`config.mk`:
```
export PLATFORM = sky130hd
export DESIGN_NAME = datestamp_to_calendar_fields_flat
export DESIGN_NICKNAME = d
export VERILOG_FILES = /design/src/hdl/dtc_pkg.sv /design/src/hdl/dtc_if.sv /design/src/hdl/datestamp_to_calendar_fields.sv /design/src/flat_wrapper.sv
export SDC_FILE = /design/constraint.sdc
export NUM_CORES = 1
export LEC_CHECK = 0
export ABC_AREA = 1
export CELL_PAD_IN_SITES_DETAIL_PLACEMENT = 2
export CELL_PAD_IN_SITES_GLOBAL_PLACEMENT = 2
export CORE_MARGIN = 5
export CORE_UTILIZATION = 30
export DETAILED_ROUTE_END_ITERATION = 8
export DONT_BUFFER_PORTS = 1
export PLACE_DENSITY_LB_ADDON = 0.1
export SLEW_MARGIN = 20
export SYNTH_ARGS = -nofsm -noshare
export SYNTH_HDL_FRONTEND = slang
export SYNTH_SLANG_ARGS = --single-unit
```
`constraint.sdc`:
```
create_clock -name clk_i -period 8.8 [get_ports clk_i]
set_input_delay 0.44 -clock clk_i [delete_from_list [all_inputs] [get_ports clk_i]]
set_output_delay 0.44 -clock clk_i [all_outputs]
set_load 0.01 [all_outputs]
```
`src/hdl/dtc_pkg.sv`:
```
// Package for the date stamp to calendar fields block.
// Holds field widths, calendar constants, the sequencer state type and
// small calendar helper functions. No dependencies.
package dtc_pkg;

  localparam int unsigned DAY_W  = 15;
  localparam int unsigned MOD_W  = 11;
  localparam int unsigned TICK_W = 12;
  localparam int unsigned BLEN_W = 8;
  localparam int unsigned TZ_W   = 12;
  localparam int unsigned YEAR_W = 11;
  localparam int unsigned MON_W  = 4;
  localparam int unsigned DOM_W  = 5;
  localparam int unsigned HOUR_W = 5;
  localparam int unsigned MIN_W  = 6;
  localparam int unsigned SEC_W  = 6;
  localparam int unsigned WDAY_W = 3;
  localparam int unsigned ACC_W  = 18;

  localparam logic [MOD_W-1:0]  MIN_PER_DAY = 11'd1440;
  localparam logic [MOD_W-1:0]  MOD_MAX     = 11'd1439;
  localparam logic [BLEN_W-1:0] BLEN_MIN    = 8'd30;
  localparam logic [YEAR_W-1:0] EPOCH_YEAR  = 11'd1978;
  localparam logic [YEAR_W-1:0] FIRST_YEAR  = 11'd1996;
  localparam logic [YEAR_W-1:0] LAST_YEAR   = 11'd2037;
  localparam logic [MON_W-1:0]  LAST_MONTH  = 4'd12;
  localparam logic [SEC_W-1:0]  SEC_MAX     = 6'd59;
  localparam logic [MOD_W-1:0]  HOUR_RECIP  = 11'd1093;
  localparam int unsigned       HOUR_SHIFT  = 16;

  typedef enum logic [2:0] {
    ST_IDLE,
    ST_ADJ,
    ST_HMS,
    ST_MIN,
    ST_YEAR,
    ST_MONTH,
    ST_FIN
  } state_e;

  typedef struct packed {
    logic              valid_res;
    logic [YEAR_W-1:0] year;
    logic [MON_W-1:0]  month;
    logic [DOM_W-1:0]  day_of_month;
    logic [HOUR_W-1:0] hour;
    logic [MIN_W-1:0]  minute;
    logic [SEC_W-1:0]  second;
    logic [WDAY_W-1:0] weekday;
  } result_t;

  // exact over the walked span 1978..2037, whose only century year is 2000
  function automatic logic is_leap(input logic [YEAR_W-1:0] y);
    return y[1:0] == 2'b00;
  endfunction

  function automatic logic [DOM_W-1:0] month_len(input logic [MON_W-1:0] mon,
                                                 input logic leap);
    logic [DOM_W-1:0] len;
    unique case (mon)
      4'd2:                      len = leap ? 5'd29 : 5'd28;
      4'd4, 4'd6, 4'd9, 4'd11:   len = 5'd30;
      default:                   len = 5'd31;
    endcase
    return len;
  endfunction

  function automatic logic [WDAY_W-1:0] wday_add(input logic [WDAY_W-1:0] w,
                                                 input logic [WDAY_W-1:0] a);
    logic [WDAY_W:0] s;
    s = {1'b0, w} + {1'b0, a};
    if (s >= 4'd7) begin
      s = s - 4'd7;
    end
    return s[WDAY_W-1:0];
  endfunction

  function automatic logic [WDAY_W-1:0] mod7_small(input logic [DOM_W-1:0] d);
    logic [DOM_W-1:0] r;
    r = d;
    if (r >= 5'd28) begin
      r = r - 5'd28;
    end
    if (r >= 5'd14) begin
      r = r - 5'd14;
    end
    if (r >= 5'd7) begin
      r = r - 5'd7;
    end
    return r[WDAY_W-1:0];
  endfunction

endpackage

```
`src/hdl/dtc_if.sv`:
```
// Valid/ready channel interfaces of the date stamp to calendar fields block:
// request, result and configuration write channels.
// Depends on dtc_pkg for field widths.
interface dtc_in_if import dtc_pkg::*; ();
  logic              valid;
  logic              ready;
  logic [DAY_W-1:0]  day_count;
  logic [MOD_W-1:0]  minute_of_day;
  logic [TICK_W-1:0] tick_in_minute;
  logic              time_unset;
  logic [BLEN_W-1:0] buffer_length;

  modport source (output valid, day_count, minute_of_day, tick_in_minute, time_unset,
                  buffer_length, input ready);
  modport sink   (input valid, day_count, minute_of_day, tick_in_minute, time_unset,
                  buffer_length, output ready);
endinterface

interface dtc_out_if import dtc_pkg::*; ();
  logic              valid;
  logic              ready;
  logic              valid_res;
  logic [YEAR_W-1:0] year;
  logic [MON_W-1:0]  month;
  logic [DOM_W-1:0]  day_of_month;
  logic [HOUR_W-1:0] hour;
  logic [MIN_W-1:0]  minute;
  logic [SEC_W-1:0]  second;
  logic [WDAY_W-1:0] weekday;

  modport source (output valid, valid_res, year, month, day_of_month, hour, minute,
                  second, weekday, input ready);
  modport sink   (input valid, valid_res, year, month, day_of_month, hour, minute,
                  second, weekday, output ready);
endinterface

interface dtc_cfg_if import dtc_pkg::*; ();
  logic                   valid;
  logic                   ready;
  logic signed [TZ_W-1:0] tz_offset_minutes;

  modport source (output valid, tz_offset_minutes, input ready);
  modport sink   (input valid, tz_offset_minutes, output ready);
endinterface

```
`src/hdl/datestamp_to_calendar_fields.sv`:
```
// Date stamp to calendar fields: top level, one shared subtract/compare unit
// under a small sequencer. Depends on dtc_pkg and the channels in dtc_if.
// Requests that the flags, buffer length or minute reject go straight from the
// idle state to the final state; others pass the offset adjust, hour, minute,
// year walk (a year at a time from 1978) and month walk (a month at a time).
// One request at a time; the next is taken the cycle after the result is
// registered. rst_ni clears the sequencer, the result valid and the offset (0).
module datestamp_to_calendar_fields import dtc_pkg::*; #(
  parameter int unsigned TICKS_PER_SEC = 50
) (
  input  logic      clk_i,
  input  logic      rst_ni,
  dtc_cfg_if.sink   cfg_i,
  dtc_in_if.sink    in_i,
  dtc_out_if.source out_o
);

  localparam int unsigned SEC_L     = $clog2(TICKS_PER_SEC);
  localparam int unsigned SEC_K     = TICK_W + SEC_L;
  localparam int unsigned SEC_RECIP = ((1 << SEC_K) + TICKS_PER_SEC - 1) / TICKS_PER_SEC;
  localparam int unsigned RECIP_W   = TICK_W + 2;
  localparam int unsigned SPROD_W   = TICK_W + RECIP_W;

  localparam logic signed [ACC_W-1:0] DAY_MIN_S = ACC_W'(MIN_PER_DAY);

  state_e state_q, state_d;
  logic                   out_valid_q, out_valid_d;
  logic signed [TZ_W-1:0] tz_q;
  result_t                res_q, res_d;

  logic signed [ACC_W-1:0] days_q, days_d;
  logic signed [ACC_W-1:0] r_q, r_d;
  logic                    bad_q, bad_d;
  logic [SEC_W-1:0]        sec_q, sec_d;
  logic [HOUR_W-1:0]       hour_q, hour_d;
  logic [MIN_W-1:0]        minute_q, minute_d;
  logic [YEAR_W-1:0]       year_q, year_d;
  logic [MON_W-1:0]        mon_q, mon_d;
  logic [WDAY_W-1:0]       wd_q, wd_d;

  logic signed [ACC_W-1:0] acc_a, acc_b, acc_diff;
  logic                    acc_neg;
  logic [SPROD_W-1:0]      sec_prod, sec_full;
  logic [2*MOD_W-1:0]      hour_prod;
  logic [MOD_W-1:0]        hour60;
  logic                    leap;
  logic [DOM_W-1:0]        mlen;

  assign acc_diff = acc_a - acc_b;
  assign acc_neg  = acc_diff[ACC_W-1];

  assign sec_prod  = SPROD_W'(in_i.tick_in_minute) * SPROD_W'(RECIP_W'(SEC_RECIP));
  assign sec_full  = sec_prod >> SEC_K;
  assign hour_prod = {{MOD_W{1'b0}}, r_q[MOD_W-1:0]} * {{MOD_W{1'b0}}, HOUR_RECIP};
  assign hour60    = (MOD_W'(hour_q) << 6) - (MOD_W'(hour_q) << 2);
  assign leap      = is_leap(year_q);
  assign mlen      = month_len(mon_q, leap);

  assign cfg_i.ready = 1'b1;
  assign in_i.ready  = (state_q == ST_IDLE);

  assign out_o.valid        = out_valid_q;
  assign out_o.valid_res    = res_q.valid_res;
  assign out_o.year         = res_q.year;
  assign out_o.month        = res_q.month;
  assign out_o.day_of_month = res_q.day_of_month;
  assign out_o.hour         = res_q.hour;
  assign out_o.minute       = res_q.minute;
  assign out_o.second       = res_q.second;
  assign out_o.weekday      = res_q.weekday;

  always_comb begin
    state_d     = state_q;
    out_valid_d = out_valid_q;
    res_d       = res_q;
    days_d      = days_q;
    r_d         = r_q;
    bad_d       = bad_q;
    sec_d       = sec_q;
    hour_d      = hour_q;
    minute_d    = minute_q;
    year_d      = year_q;
    mon_d       = mon_q;
    wd_d        = wd_q;
    acc_a       = r_q;
    acc_b       = DAY_MIN_S;

    if (out_o.ready) begin
      out_valid_d = 1'b0;
    end

    unique case (state_q)
      ST_IDLE: begin
        acc_a = ACC_W'(in_i.minute_of_day);
        acc_b = ACC_W'(tz_q);
        if (in_i.valid) begin
          days_d = ACC_W'(in_i.day_count);
          r_d    = acc_diff;
          bad_d  = in_i.time_unset || (in_i.buffer_length < BLEN_MIN) ||
                   (in_i.minute_of_day > MOD_MAX);
          sec_d  = (sec_full > SPROD_W'(SEC_MAX)) ? SEC_MAX : sec_full[SEC_W-1:0];
          state_d = bad_d ? ST_FIN : ST_ADJ;
        end
      end
      ST_ADJ: begin
        acc_a = r_q;
        acc_b = r_q[ACC_W-1] ? -DAY_MIN_S : DAY_MIN_S;
        if (r_q[ACC_W-1]) begin
          r_d    = acc_diff;
          days_d = days_q - ACC_W'(1);
        end else if (!acc_neg) begin
          r_d    = acc_diff;
          days_d = days_q + ACC_W'(1);
        end else if (days_q[ACC_W-1]) begin
          bad_d   = 1'b1;
          state_d = ST_FIN;
        end else begin
          state_d = ST_HMS;
        end
      end
      ST_HMS: begin
        hour_d  = hour_prod[HOUR_SHIFT +: HOUR_W];
        state_d = ST_MIN;
      end
      ST_MIN: begin
        minute_d = MIN_W'(r_q[MOD_W-1:0] - hour60);
        year_d   = EPOCH_YEAR;
        wd_d     = '0;
        state_d  = ST_YEAR;
      end
      ST_YEAR: begin
        acc_a = days_q;
        acc_b = leap ? ACC_W'(366) : ACC_W'(365);
        if (acc_neg) begin
          mon_d   = 4'd1;
          state_d = ST_MONTH;
        end else if (year_q >= LAST_YEAR) begin
          bad_d   = 1'b1;
          state_d = ST_FIN;
        end else begin
          days_d = acc_diff;
          year_d = YEAR_W'(year_q + 11'd1);
          wd_d   = wday_add(wd_q, leap ? 3'd2 : 3'd1);
        end
      end
      ST_MONTH: begin
        acc_a = days_q;
        acc_b = ACC_W'(mlen);
        if (acc_neg || (mon_q >= LAST_MONTH)) begin
          state_d = ST_FIN;
        end else begin
          days_d = acc_diff;
          mon_d  = MON_W'(mon_q + 4'd1);
          wd_d   = wday_add(wd_q, WDAY_W'(mlen - 5'd28));
        end
      end
      ST_FIN: begin
        if (!out_valid_q || out_o.ready) begin
          out_valid_d = 1'b1;
          state_d     = ST_IDLE;
          if (bad_q || (year_q < FIRST_YEAR)) begin
            res_d = '0;
          end else begin
            res_d.valid_res    = 1'b1;
            res_d.year         = year_q;
            res_d.month        = mon_q;
            res_d.day_of_month = DOM_W'(days_q[DOM_W-1:0] + 5'd1);
            res_d.hour         = hour_q;
            res_d.minute       = minute_q;
            res_d.second       = sec_q;
            res_d.weekday      = wday_add(wd_q, mod7_small(days_q[DOM_W-1:0]));
          end
        end
      end
      default: begin
        state_d = ST_IDLE;
      end
    endcase
  end

  always_ff @(posedge clk_i or negedge rst_ni) begin
    if (!rst_ni) begin
      state_q     <= ST_IDLE;
      out_valid_q <= 1'b0;
      tz_q        <= '0;
    end else begin
      state_q     <= state_d;
      out_valid_q <= out_valid_d;
      if (cfg_i.valid) begin
        tz_q <= cfg_i.tz_offset_minutes;
      end
    end
  end

  always_ff @(posedge clk_i) begin
    res_q    <= res_d;
    days_q   <= days_d;
    r_q      <= r_d;
    bad_q    <= bad_d;
    sec_q    <= sec_d;
    hour_q   <= hour_d;
    minute_q <= minute_d;
    year_q   <= year_d;
    mon_q    <= mon_d;
    wd_q     <= wd_d;
  end

endmodule

```
`src/flat_wrapper.sv`:
```
// flat-port wrapper written by rule: the top's interface ports become plain ports
module datestamp_to_calendar_fields_flat import dtc_pkg::*;
#(
  parameter int unsigned TICKS_PER_SEC = 50
)
  (clk_i, rst_ni, cfg_i_valid, cfg_i_tz_offset_minutes, cfg_i_ready, in_i_valid, in_i_day_count, in_i_minute_of_day, in_i_tick_in_minute, in_i_time_unset, in_i_buffer_length, in_i_ready, out_o_valid, out_o_valid_res, out_o_year, out_o_month, out_o_day_of_month, out_o_hour, out_o_minute, out_o_second, out_o_weekday, out_o_ready);
  dtc_cfg_if cfg_i_i ();
  dtc_in_if in_i_i ();
  dtc_out_if out_o_i ();
  input  logic clk_i;
  input  logic rst_ni;
  input wire logic [$bits(cfg_i_i.valid)-1:0] cfg_i_valid;
  input wire logic [$bits(cfg_i_i.tz_offset_minutes)-1:0] cfg_i_tz_offset_minutes;
  output wire logic [$bits(cfg_i_i.ready)-1:0] cfg_i_ready;
  input wire logic [$bits(in_i_i.valid)-1:0] in_i_valid;
  input wire logic [$bits(in_i_i.day_count)-1:0] in_i_day_count;
  input wire logic [$bits(in_i_i.minute_of_day)-1:0] in_i_minute_of_day;
  input wire logic [$bits(in_i_i.tick_in_minute)-1:0] in_i_tick_in_minute;
  input wire logic [$bits(in_i_i.time_unset)-1:0] in_i_time_unset;
  input wire logic [$bits(in_i_i.buffer_length)-1:0] in_i_buffer_length;
  output wire logic [$bits(in_i_i.ready)-1:0] in_i_ready;
  output wire logic [$bits(out_o_i.valid)-1:0] out_o_valid;
  output wire logic [$bits(out_o_i.valid_res)-1:0] out_o_valid_res;
  output wire logic [$bits(out_o_i.year)-1:0] out_o_year;
  output wire logic [$bits(out_o_i.month)-1:0] out_o_month;
  output wire logic [$bits(out_o_i.day_of_month)-1:0] out_o_day_of_month;
  output wire logic [$bits(out_o_i.hour)-1:0] out_o_hour;
  output wire logic [$bits(out_o_i.minute)-1:0] out_o_minute;
  output wire logic [$bits(out_o_i.second)-1:0] out_o_second;
  output wire logic [$bits(out_o_i.weekday)-1:0] out_o_weekday;
  input wire logic [$bits(out_o_i.ready)-1:0] out_o_ready;
  assign cfg_i_i.valid = cfg_i_valid;
  assign cfg_i_i.tz_offset_minutes = cfg_i_tz_offset_minutes;
  assign cfg_i_ready = cfg_i_i.ready;
  assign in_i_i.valid = in_i_valid;
  assign in_i_i.day_count = in_i_day_count;
  assign in_i_i.minute_of_day = in_i_minute_of_day;
  assign in_i_i.tick_in_minute = in_i_tick_in_minute;
  assign in_i_i.time_unset = in_i_time_unset;
  assign in_i_i.buffer_length = in_i_buffer_length;
  assign in_i_ready = in_i_i.ready;
  assign out_o_valid = out_o_i.valid;
  assign out_o_valid_res = out_o_i.valid_res;
  assign out_o_year = out_o_i.year;
  assign out_o_month = out_o_i.month;
  assign out_o_day_of_month = out_o_i.day_of_month;
  assign out_o_hour = out_o_i.hour;
  assign out_o_minute = out_o_i.minute;
  assign out_o_second = out_o_i.second;
  assign out_o_weekday = out_o_i.weekday;
  assign out_o_i.ready = out_o_ready;
  datestamp_to_calendar_fields #(.TICKS_PER_SEC(TICKS_PER_SEC)) u_core (.clk_i(clk_i), .rst_ni(rst_ni), .cfg_i(cfg_i_i), .in_i(in_i_i), .out_o(out_o_i));
endmodule
```
# --- Word level (Yosys, flattened, before mapping) ---
# Index checks and enable logic that the tools add are counted.
totals:
  regBits: 129
  in_bits: 64
  out_inout_bits: 44
  wordCells: 167
op_classes:
  n_addsub: 18
  mul: 2
  n_lt_le_gt_ge: 12
  eq_ne: 24
  muxes: 64
  n_reduce_logical: 26
op_table:
  columns: ["cell", "count"]
  rows:
  - ["$mux W18", 9]
  - ["$pmux W18 S4", 2]
  - ["$pmux W18 S2", 2]
  - ["$mux W3", 19]
  - ["$mux W41", 1]
  - ["$mux W5", 8]
  - ["$mul A12 B13 Y25 const B", 1]
  - ["$mux W11", 2]
  - ["$pmux W11 S2", 1]
  - ["$mul A11 B11 Y21 const B", 1]
  - ["$pmux W3 S7", 1]
  - ["$add A18 B2 Y18 const B", 1]
  - ["$sub A18 B18 Y18", 1]
  - ["$sub A18 B2 Y18 const B", 1]
  - ["$mux W17", 1]
  - ["$sub A3 B3 Y3 const B", 5]
  - ["$ge A4 B3 Y1 const B", 3]
  - ["$ne A2 B1 Y1 const B", 6]
  - ["$reduce_and A6 Y1", 2]
  - ["$add A11 B1 Y11 const B", 1]
  - ["$ge A11 B11 Y1 const B", 1]
  - ["$gt A11 B11 Y1 const B", 1]
  - ["$lt A11 B11 Y1 const B", 1]
  - ["$mux W1", 10]
  - ["other kinds (42)", 65]

# --- Depth between registers and ports, before layout ---
# Gate-level depths: netlist of the first run.
logic_depth:
  depth_word: 19
  depth_mapped: 26
  depth_no_buf: 25

# --- Worst setup path before layout of the first run ---
# Ideal clock, no wire load.
synth_path:
  path_kind: "input to register"
  from: "in in_i_tick_in_minute[6]"
  to: "reg u_core.sec_q[2], data pin"
  setup_time_ps: 256
  arrival_ps: 4323
  required_time_ps: 8544
  path_slack_ps: 4221
  path_stages: 21
  n_path_buf: 0
  cell_sequence: "inv_1 -> fa_1 -> fa_1 -> fa_1 -> inv_1 -> fa_1 -> inv_1 -> fa_1 -> inv_1 -> ha_1 -> nand2_1 -> nor2_1 -> inv_1 -> nor2_1 -> nand3_1 -> nand3_1 -> nand2_1 -> nand2_1 -> nand2_1 -> o211ai_1 -> inv_1"
synth_between:
  elab_chain_len: 2
synth_rtl:
  columns: ["item", "line", "text"]
  rows:
  - ["start, declared", "flat_wrapper.sv:18", "input wire logic [$bits(in_i_i.tick_in_minute)-1:0] in_i_tick_in_minute;"]
  - ["$mul A12 B13 Y25 (*)", "datestamp_to_calendar_fields.sv:52", "assign sec_prod = SPROD_W'(in_i.tick_in_minute) * SPROD_W'(RECIP_W'(SEC_RECIP));"]
  - ["$gt A7 B6 Y1", "datestamp_to_calendar_fields.sv:101", "sec_d = (sec_full > SPROD_W'(SEC_MAX)) ? SEC_MAX : sec_full[SEC_W-1:0];"]
  - ["end signal, assigned", "datestamp_to_calendar_fields.sv:200", "sec_q <= sec_d;"]
  - ["end, declared", "datestamp_to_calendar_fields.sv:34", "logic [SEC_W-1:0] sec_q, sec_d;"]
# Mark *: on every way between the ends. The rest lies on a longest branch, timed or not.
# A chain may end at the register's enable or synchronous reset.

# --- Worst setup path after layout of the first run ---
layout_path:
  from: "reg u_core.state_q[1]"
  to: "reg u_core.r_q[16], enable pin"
layout_between:
  elab_chain_len: 6
  elab_cells_between_ends: 12
  cone_classes: "add/sub: 1; eq/ne: 5; mux: 2; reduce/logical: 4"
layout_rtl:
  columns: ["item", "line", "text"]
  rows:
  - ["start, declared", "datestamp_to_calendar_fields.sv:26", "state_e state_q, state_d;"]
  - ["start signal, assigned", "datestamp_to_calendar_fields.sv:187", "state_q <= state_d;"]
  - ["$eq A3 B3 Y1", "datestamp_to_calendar_fields.sv:92", "unique case (state_q)"]
  - ["$reduce_or A2 Y1 (no line)", null, null]
  - ["$pmux W18 S2", "datestamp_to_calendar_fields.sv:92", null]
  - ["$sub A18 B18 Y18", "datestamp_to_calendar_fields.sv:49", "assign acc_diff = acc_a - acc_b;"]
  - ["$ne A3 B2 Y1 (no line)", null, null]
  - ["$reduce_and A3 Y1 (no line) (*)", null, null]
  - ["end signal, assigned", "datestamp_to_calendar_fields.sv:198", "r_q <= r_d;"]
  - ["end, declared", "datestamp_to_calendar_fields.sv:32", "logic signed [ACC_W-1:0] r_q, r_d;"]
# Marked as above.

==> results of run 1 <==
## cell type report
type,instances,share of cell area [%]
inverters,301,8.11
diodes,1,0.0179
flip-flops and latches,129,27.2
well taps,539,4.83
multi-input cells,1087,55.5
clock buffers,21,3.16
repair buffers,10,0.556
clock inverters,11,0.654
## sequential cells by signal, indices dropped and copies added (netlist names), 4 cells and up
signal,flops
u_core.year_q,11
u_core.out_o.second,6
u_core.mon_q,4
u_core.hour_q,5
u_core.sec_q,6
u_core.r_q,18
u_core.out_o.year,11
u_core.days_q,18
u_core.out_o.day_of_month,5
u_core.out_o.month,4
u_core.tz_q,12
u_core.out_o.hour,5
u_core.minute_q,6
u_core.out_o.minute,6
## critical path, stage by stage, from the launching register on
cell	delay (ns)
dfrtp_1	0.46
inv_2	0.16
nand2_4	0.23
inv_2	0.31
nor2_1	0.92
inv_1	0.39
o22ai_1	0.21
a21oi_1	0.09
ha_1	0.38
nand2_1	0.10
nand2_1	0.06
nand3_1	0.09
nand2_1	0.06
a21oi_1	0.22
nand2_1	0.10
nand2_2	0.11
nand2_4	0.08
nand2_1	0.08
nand2_1	0.05
inv_1	0.62
## kinds of logic (layout without fill, tap and decap cells)
kind of cell	count (synthesis)	after routing	share of synthesized area (%)
buffers and inverters	320	343	9.59
flip-flops	129	129	29.8
AO/OA/AOI/OAI	219	219	10.2
AND/OR/NAND/NOR	578	578	19.7
adder cells (fa/ha/maj)	252	252	28.0
XOR/XNOR	31	31	2.13
other	1	2	0.0294
multiplexers	6	6	0.530
## what timing repair did
| action | in CTS | in global routing |
|---|---|---|
| endpoints found under the hold margin | 16 | 0 |
| setup buffers | 0 | 0 |
| hold buffers | 1 | 0 |
## placed cells by master, fill, tap and decap left out, types with 6 or more instances in the layout
| cell type | netlist | layout |
|---|---|---|
| a22o_1 | 6 | 6 |
| nor2_1 | 133 | 132 |
| xor2_1 | 17 | 17 |
| or2_2 | 11 | 11 |
| and2_1 | 6 | 6 |
| nor3_1 | 16 | 16 |
| ha_1 | 196 | 196 |
| buf_4 | 3 | 9 |
| xnor2_1 | 14 | 14 |
| nand3b_1 | 8 | 8 |
| nand2_1 | 278 | 278 |
| o21ai_0 | 52 | 52 |
| o21bai_1 | 13 | 13 |
| clkbuf_16 | 0 | 17 |
| inv_1 | 294 | 294 |
| fa_1 | 56 | 56 |
| a21oi_1 | 86 | 85 |
| mux2_2 | 6 | 6 |
| edfxtp_1 | 113 | 113 |
| and3_1 | 6 | 6 |
| o211ai_1 | 7 | 7 |
| dfrtp_1 | 16 | 16 |
| nand4_1 | 10 | 10 |
| nand3_1 | 91 | 91 |
| o22ai_1 | 9 | 9 |
| a21o_1 | 10 | 10 |
## path summary, 6_finish.rpt
check / from / to / slack (ns) / depth (start not counted)
min in group asynchronous: rst_ni / u_core.out_o.valid / 0.50 / 1
worst min-delay path: cfg_i_valid / u_core.tz_q[9] / 0.09 / 1
max in group asynchronous: rst_ni / u_core.tz_q[9] / 7.81 / 1
worst min register to register: u_core.tz_q[2] / u_core.tz_q[2] / 0.51 / 1
worst max-delay path: u_core.state_q[1] / u_core.r_q[16] / 3.66 / 19
worst max register to register: u_core.state_q[1] / u_core.r_q[16] / 3.66 / 19
## through the flow
step,hold WS (ns),cells,cell area (µm²)
after global routing,0.0505,2099,14000
final,0.0853,2099,14000
after global placement,0.145,2065,13400
after CTS,0.0344,2098,14000
after floorplan,0.144,1536,12700
after detailed placement,0.145,2065,13400
## metal layers
| layer | up-vias | track usage [%] | wire length [µm] |
|---|---|---|---|
| li1 | 5094 | - | - |
| met1 | 5033 | 23.8 | 19300 |
| met2 | 119 | 29.3 | 19200 |
| met3 | 32 | 3.78 | 1390 |
| met4 | 2 | 4.58 | 658 |
| met5 | - | 0 | 18 |
==> impl_summary.md, run 1 <==
Floorplan
The core box area is 41900 µm². The die width is 216 µm. The die footprint is 46700 µm². The y dimension of the die is 216 µm. The number of I/O pins is 108. For this configuration, the core starts out at a cell density of 30.4%. The initialized floorplan defines 75 standard-cell rows.

STA
At the pin with the least slew margin, the transition time is 1.10 ns. Setup violations remaining at the end of the flow were counted as 0. The clock period minus final worst setup slack is 5.14 ns. The worst pin sits at a relative slew slack of 26.6%.

The fraction of the cycle the final worst path needs is 58.4%. Setup repair after global routing left no endpoint under its margin. The post-route setup TNS is 0 ns. The worst clock skew is 0.00848 ns. The final count of hold timing violations is 0.

The achievable frequency is 0.194 GHz. The total count of max-transition violations in the final report is 0. Setup slack closes at 3.66 ns.

Routing
The detailed-route via count is 10.3k. The routed wire length per instance is 19.3 µm. The final antenna-violating net count is 0. After the first detailed-routing iteration, the DRC count stood at 305. The residual DRC count is 0.

The routed via count divided by cell count is 4.90. The pre-antenna-repair detailed-routing pass consisted of 6 iterations. The routed wire length is 40.5 mm.

Cells and area
The layout-stage area growth over the synthesis result is 9.49%. In the final layout, the multi-input gates occupy 7740 µm². For this run, the post-layout net count is 1862. The ratio of cells with drive above 1 in the final layout is 5.07%. Once layout is complete, the utilization of the core stands at 33.3%. Summing all flip-flop and latch instances after layout gives 3790 µm².

The layout has 4761 filler cells.

Clocking
Clock-pin slew was measured on the worst setup and hold paths at 0.06 ns. Counting every sink on the clock net gives 129. The H-tree was split into 4 levels. Clock tree synthesis selected as its root buffer the cell clkbuf_16. Clock tree synthesis inserted a total of 17 buffers. The CTS tree is built. After clock tree synthesis, the repair step resized 0 gates. Clock latency on the worst-skew pair, taken at its later pin, is 0.46 ns.

The maximum count of clock buffers along a single path is 2.

GRT
The via count of the first global-routing pass is 11.4k. The wire length of the first global-routing pass is 64.1 mm. Summed over all layers, the global routing overflow is 0.

The total routing usage reported by global routing is 17.8%. The largest net degree at the start of global routing is 42. The number of antenna violations at the first check in global routing came to 2.

Placed design
Timing analysis after detailed placement gives a worst setup slack of 3.62 ns. The routability-driven placement congestion ratio is 0.826. Buffers placed on the I/O ports in this run total 0. Summed over all nets, the half-perimeter wirelength after detailed placement is 34.5 mm.

Critical path
The data required time of the critical path is 8.89 ns. The category of the critical setup timing path is reg2reg. The worst endpoint data arrival time is 5.23 ns. The highest net fanout along the worst path is 29.

The type of destination of the critical path is a flop. The kind of launch point of the worst setup path is a flop.

Synth
The async set-reset flop share out of synthesis is 12.4%. The predominant post-synthesis flop cell is edfxtp_1. Of the post-synthesis cell area, the dominant cell type holds 26.6%. Sequential cells were found to cover 29.8% of the synthesized design area. The number of synthesis warnings is 0. By area the synthesized netlist is led by edfxtp_1 (27%), ha_1 (19%), fa_1 (8.8%), inv_1 (8.7%), nand2_1 (8.2%).

The dominant cell by count in the synthesized netlist is inv_1. When the netlist entered floorplanning its net count stood at 1852. The post-synthesis area per instance is 8.30 µm². edfxtp_1 takes more of the synthesized area than any other cell. The cell area that synthesis handed to floorplanning was 12700 µm². The count of cell types in the netlist is 56.

The number of flops mapped to enable cells by yosys is 113. Counting instances in the post-synthesis netlist gives the leading cell types as inv_1 (294), nand2_1 (278), ha_1 (196), nor2_1 (133), edfxtp_1 (113). The cell count after synthesis came out at 1536. The number of storage elements in the synthesis netlist is 129.

Hold path
The kind of path behind the tightest hold check is in2reg.

Status
The flow ran to the end, and the final reports show no timing, DRC or antenna violations.

Flow run
The count of maximum capacitance violations is 0.
Power of run 1 is left out: the tool's default activity adds up to more than one toggle a clock period on the data nets, which glitch-free logic cannot reach.
==> run 2: changes to the inputs <==
==> constraint.sdc (replaced) <==
create_clock -name clk_i -period 4.5 [get_ports clk_i]
set_input_delay 0.225 -clock clk_i [delete_from_list [all_inputs] [get_ports clk_i]]
set_output_delay 0.225 -clock clk_i [all_outputs]
set_load 0.01 [all_outputs]
==> run 2 against run 1 <==
Against the previous run:
- register-to-register slack got worse by 3.3 ns
- global-route usage rose by 0.59 points
- sequential cell count did not move
- count of clock-buffer cells in the layout fell by 4
- final cell count rose by 2.4%
- design area rose by 3.7%
- critical path type is now in2reg
- core utilization rose by 1.2 points
- worst hold slack got worse by 0.044 ns
- setup slack got worse by 3.4 ns
- sequential share of layout area fell by 0.96 points
- non-clock buffer count rose by 52
- critical path depth rose by 2
==> impl_summary.md, run 2 (same netlist as run 1, synthesis figures left out) <==
Cells and area
The ratio of cells with drive above 1 in the final layout is 7.08%. Excluding fillers, the count of instances in the completed layout stands at 2149. 0 antenna diodes ended up in the layout. The total area of sequential cells is 3790 µm².

The final-stage net count is 1914. In the layout the commonest cells are inv_1 (294), nand2_1 (278), ha_1 (196). The multi-input combinational cells in the finished layout cover a total of 7770 µm². The layout-stage area growth over the synthesis result is 13.5%. The largest registers in the layout are u_core.days_q (18), u_core.r_q (18), u_core.tz_q (12). The most common cell after layout, fill and taps aside is inv_1. The number of filler instances in the final layout is 4796.

Routing
The routed wire length is 41.8 mm. In the final routed layout, each cell accounts on average for 19.4 µm. The final antenna-violating net count is 0. The residual DRC count is 0. The routed via count divided by cell count is 4.88. The first routing iteration left 252 violations.

The first-pass iteration count of the detailed router is 4. The detailed-route via count is 10.5k.

Critical path
The highest net fanout along the worst path is 5. Data arrives at the worst endpoint at 4.45 ns. The end of the worst register-to-register path is u_core.out_o.weekday[0].

For the worst setup path, the data required time is 4.72 ns. Measured in cells, the most critical reg-to-reg path has a length of 22. The category of the critical setup timing path is in2reg. The capturing instance or port of the critical path is u_core.sec_q[1].

The start point of the critical path is in_i_tick_in_minute[6]. The kind of launch point of the worst setup path is a primary input. The startpoint identified for the worst register-to-register timing path is u_core.days_q[2].

STA classifies the critical path endpoint as a flop. In this run the register-to-register setup slack is 0.33 ns.

Floorplan
The die footprint is 46700 µm². For this design the top-level I/O count stands at 108. The number of placement rows is 75. The die width is 216 µm. The region available for standard cell placement spans 41900 µm². For this configuration, the core starts out at a cell density of 30.4%. The y dimension of the die is 216 µm.

STA
Setup violations remaining at the end of the flow were counted as 0. The achievable frequency is 0.236 GHz. The total count of max-transition violations in the final report is 0. Measured against its own limit, the worst slew margin works out to 44.5%.

The smallest hold slack is 0.0416 ns. The slew at the pin with the worst max-slew slack is 0.830 ns. Setup repair after global routing left no endpoint under its margin. After layout, the worst setup slack is 0.269 ns.

Between clock sinks in the finished design, the worst skew comes to 0.0136 ns. The final count of hold timing violations is 0. The clock period minus final worst setup slack is 4.23 ns. The fraction of the cycle the final worst path needs is 94.0%.

Clocking
The clock tree synthesis step divided the H-tree into 4 levels. No sink is reached through more buffers than the 2 on the longest clock path. The tree is rooted in a clkbuf_16. The clock-pin slew reported for the worst setup and hold paths after clock tree synthesis is 0.06 ns. The number of clock buffers inserted by TritonCTS is 17. The total clock sinks is 129. Clock latency on the worst-skew pair, taken at its later pin, is 0.48 ns. The buffers inserted during post-CTS setup optimization is 0. The CTS tree is built.

Hold path
The tightest min-delay check is of the in2reg type.

GRT
For this run the aggregate overflow at the end of global routing stands at 0. The largest net degree at the start of global routing is 42. The via count of the first global-routing pass is 11.8k. The wire length of the first global-routing pass is 66.7 mm. The number of antenna violations at the first check in global routing came to 2. The total routing usage reported by global routing is 18.3%.

Placed design
Buffers placed on the I/O ports in this run total 0. The placed cell count is 2092. The setup slack after placement is -0.312 ns. The half-perimeter wire length of the detailed placement result is 35.3 mm. The routability-driven placement congestion ratio is 0.833.

Status
The flow ran to the end, and the final reports show no timing, DRC or antenna violations.

Flow run
Across the run, the number of max-cap violations was 0.
## run 2: cell types whose count changed in the layout (fill, tap and decap cells not counted), sizes merged, moves of 2 or more
cell         delta
clkbuf          -4
inv             +2
dlygate4sd3    +25
clkinv          -2
buf            +27
clkinvlp        +2
## run 2: repair_timing
action	CTS	global route
hold buffers	26	0
resized for setup	0	6
endpoints found under the hold margin	40	0
setup endpoints to repair	0	26
## run 2: area by class of cell
cell class,count,area share (%)
Multi-Input combinational cell,1087,53.7
Sequential cell,129,26.2
Inverter,301,7.85
Tap cell,539,4.66
Timing Repair Buffer,62,3.67
Clock buffer,17,2.94
Clock inverter,14,0.969
## run 2: through the flow
| stage | TNS, ns | util (%) | cell area, µm² |
|---|---|---|---|
| finish | 0 | 34.5 | 14500 |
| global route | 0 | 34.5 | 14500 |
| CTS | 0 | 34.4 | 14400 |
| detailed placement | -1.55 | 32.5 | 13600 |
| global placement | -1.04 | 32.5 | 13600 |
| floorplan | 0 | - | 12700 |
## run 2: worst min-delay path by stage
| stage | startpoint | endpoint | slack (ns) | depth (start not counted) |
|---|---|---|---|---|
| final | in_i_day_count[1] | u_core.days_q[1] | 0.04 | 2 |
| after global routing | in_i_day_count[2] | u_core.days_q[2] | 0.05 | 2 |
| after CTS | in_i_day_count[1] | u_core.days_q[1] | 0.01 | 2 |
| after detailed placement | rst_ni | u_core.out_o.valid | -0.07 | 0 |
| after global placement | rst_ni | u_core.out_o.valid | -0.07 | 0 |
| after floorplan | rst_ni | u_core.out_o.valid | -0.07 | 0 |
## run 2: per-layer routing
layer  wire length (µm)  GRT usage [%]
met2              20200           31.2
met3               1220           3.32
met1              19900           24.3
met5                 20              0
met4                485           4.43
## run 2: worst max-delay path, stage by stage
cell	delay, ns
inv_1	0.03
fa_1	0.57
fa_1	0.45
fa_1	0.53
inv_1	0.06
fa_1	0.53
inv_1	0.05
fa_1	0.52
inv_1	0.04
ha_1	0.31
nand2_1	0.10
nor2_1	0.20
inv_1	0.07
nor2_1	0.10
nand3_1	0.09
nand4_1	0.11
nand2_1	0.08
nand2_1	0.11
inv_1	0.05
nand3_1	0.12
nand3_1	0.08
Power of run 2 is left out for the same reason.
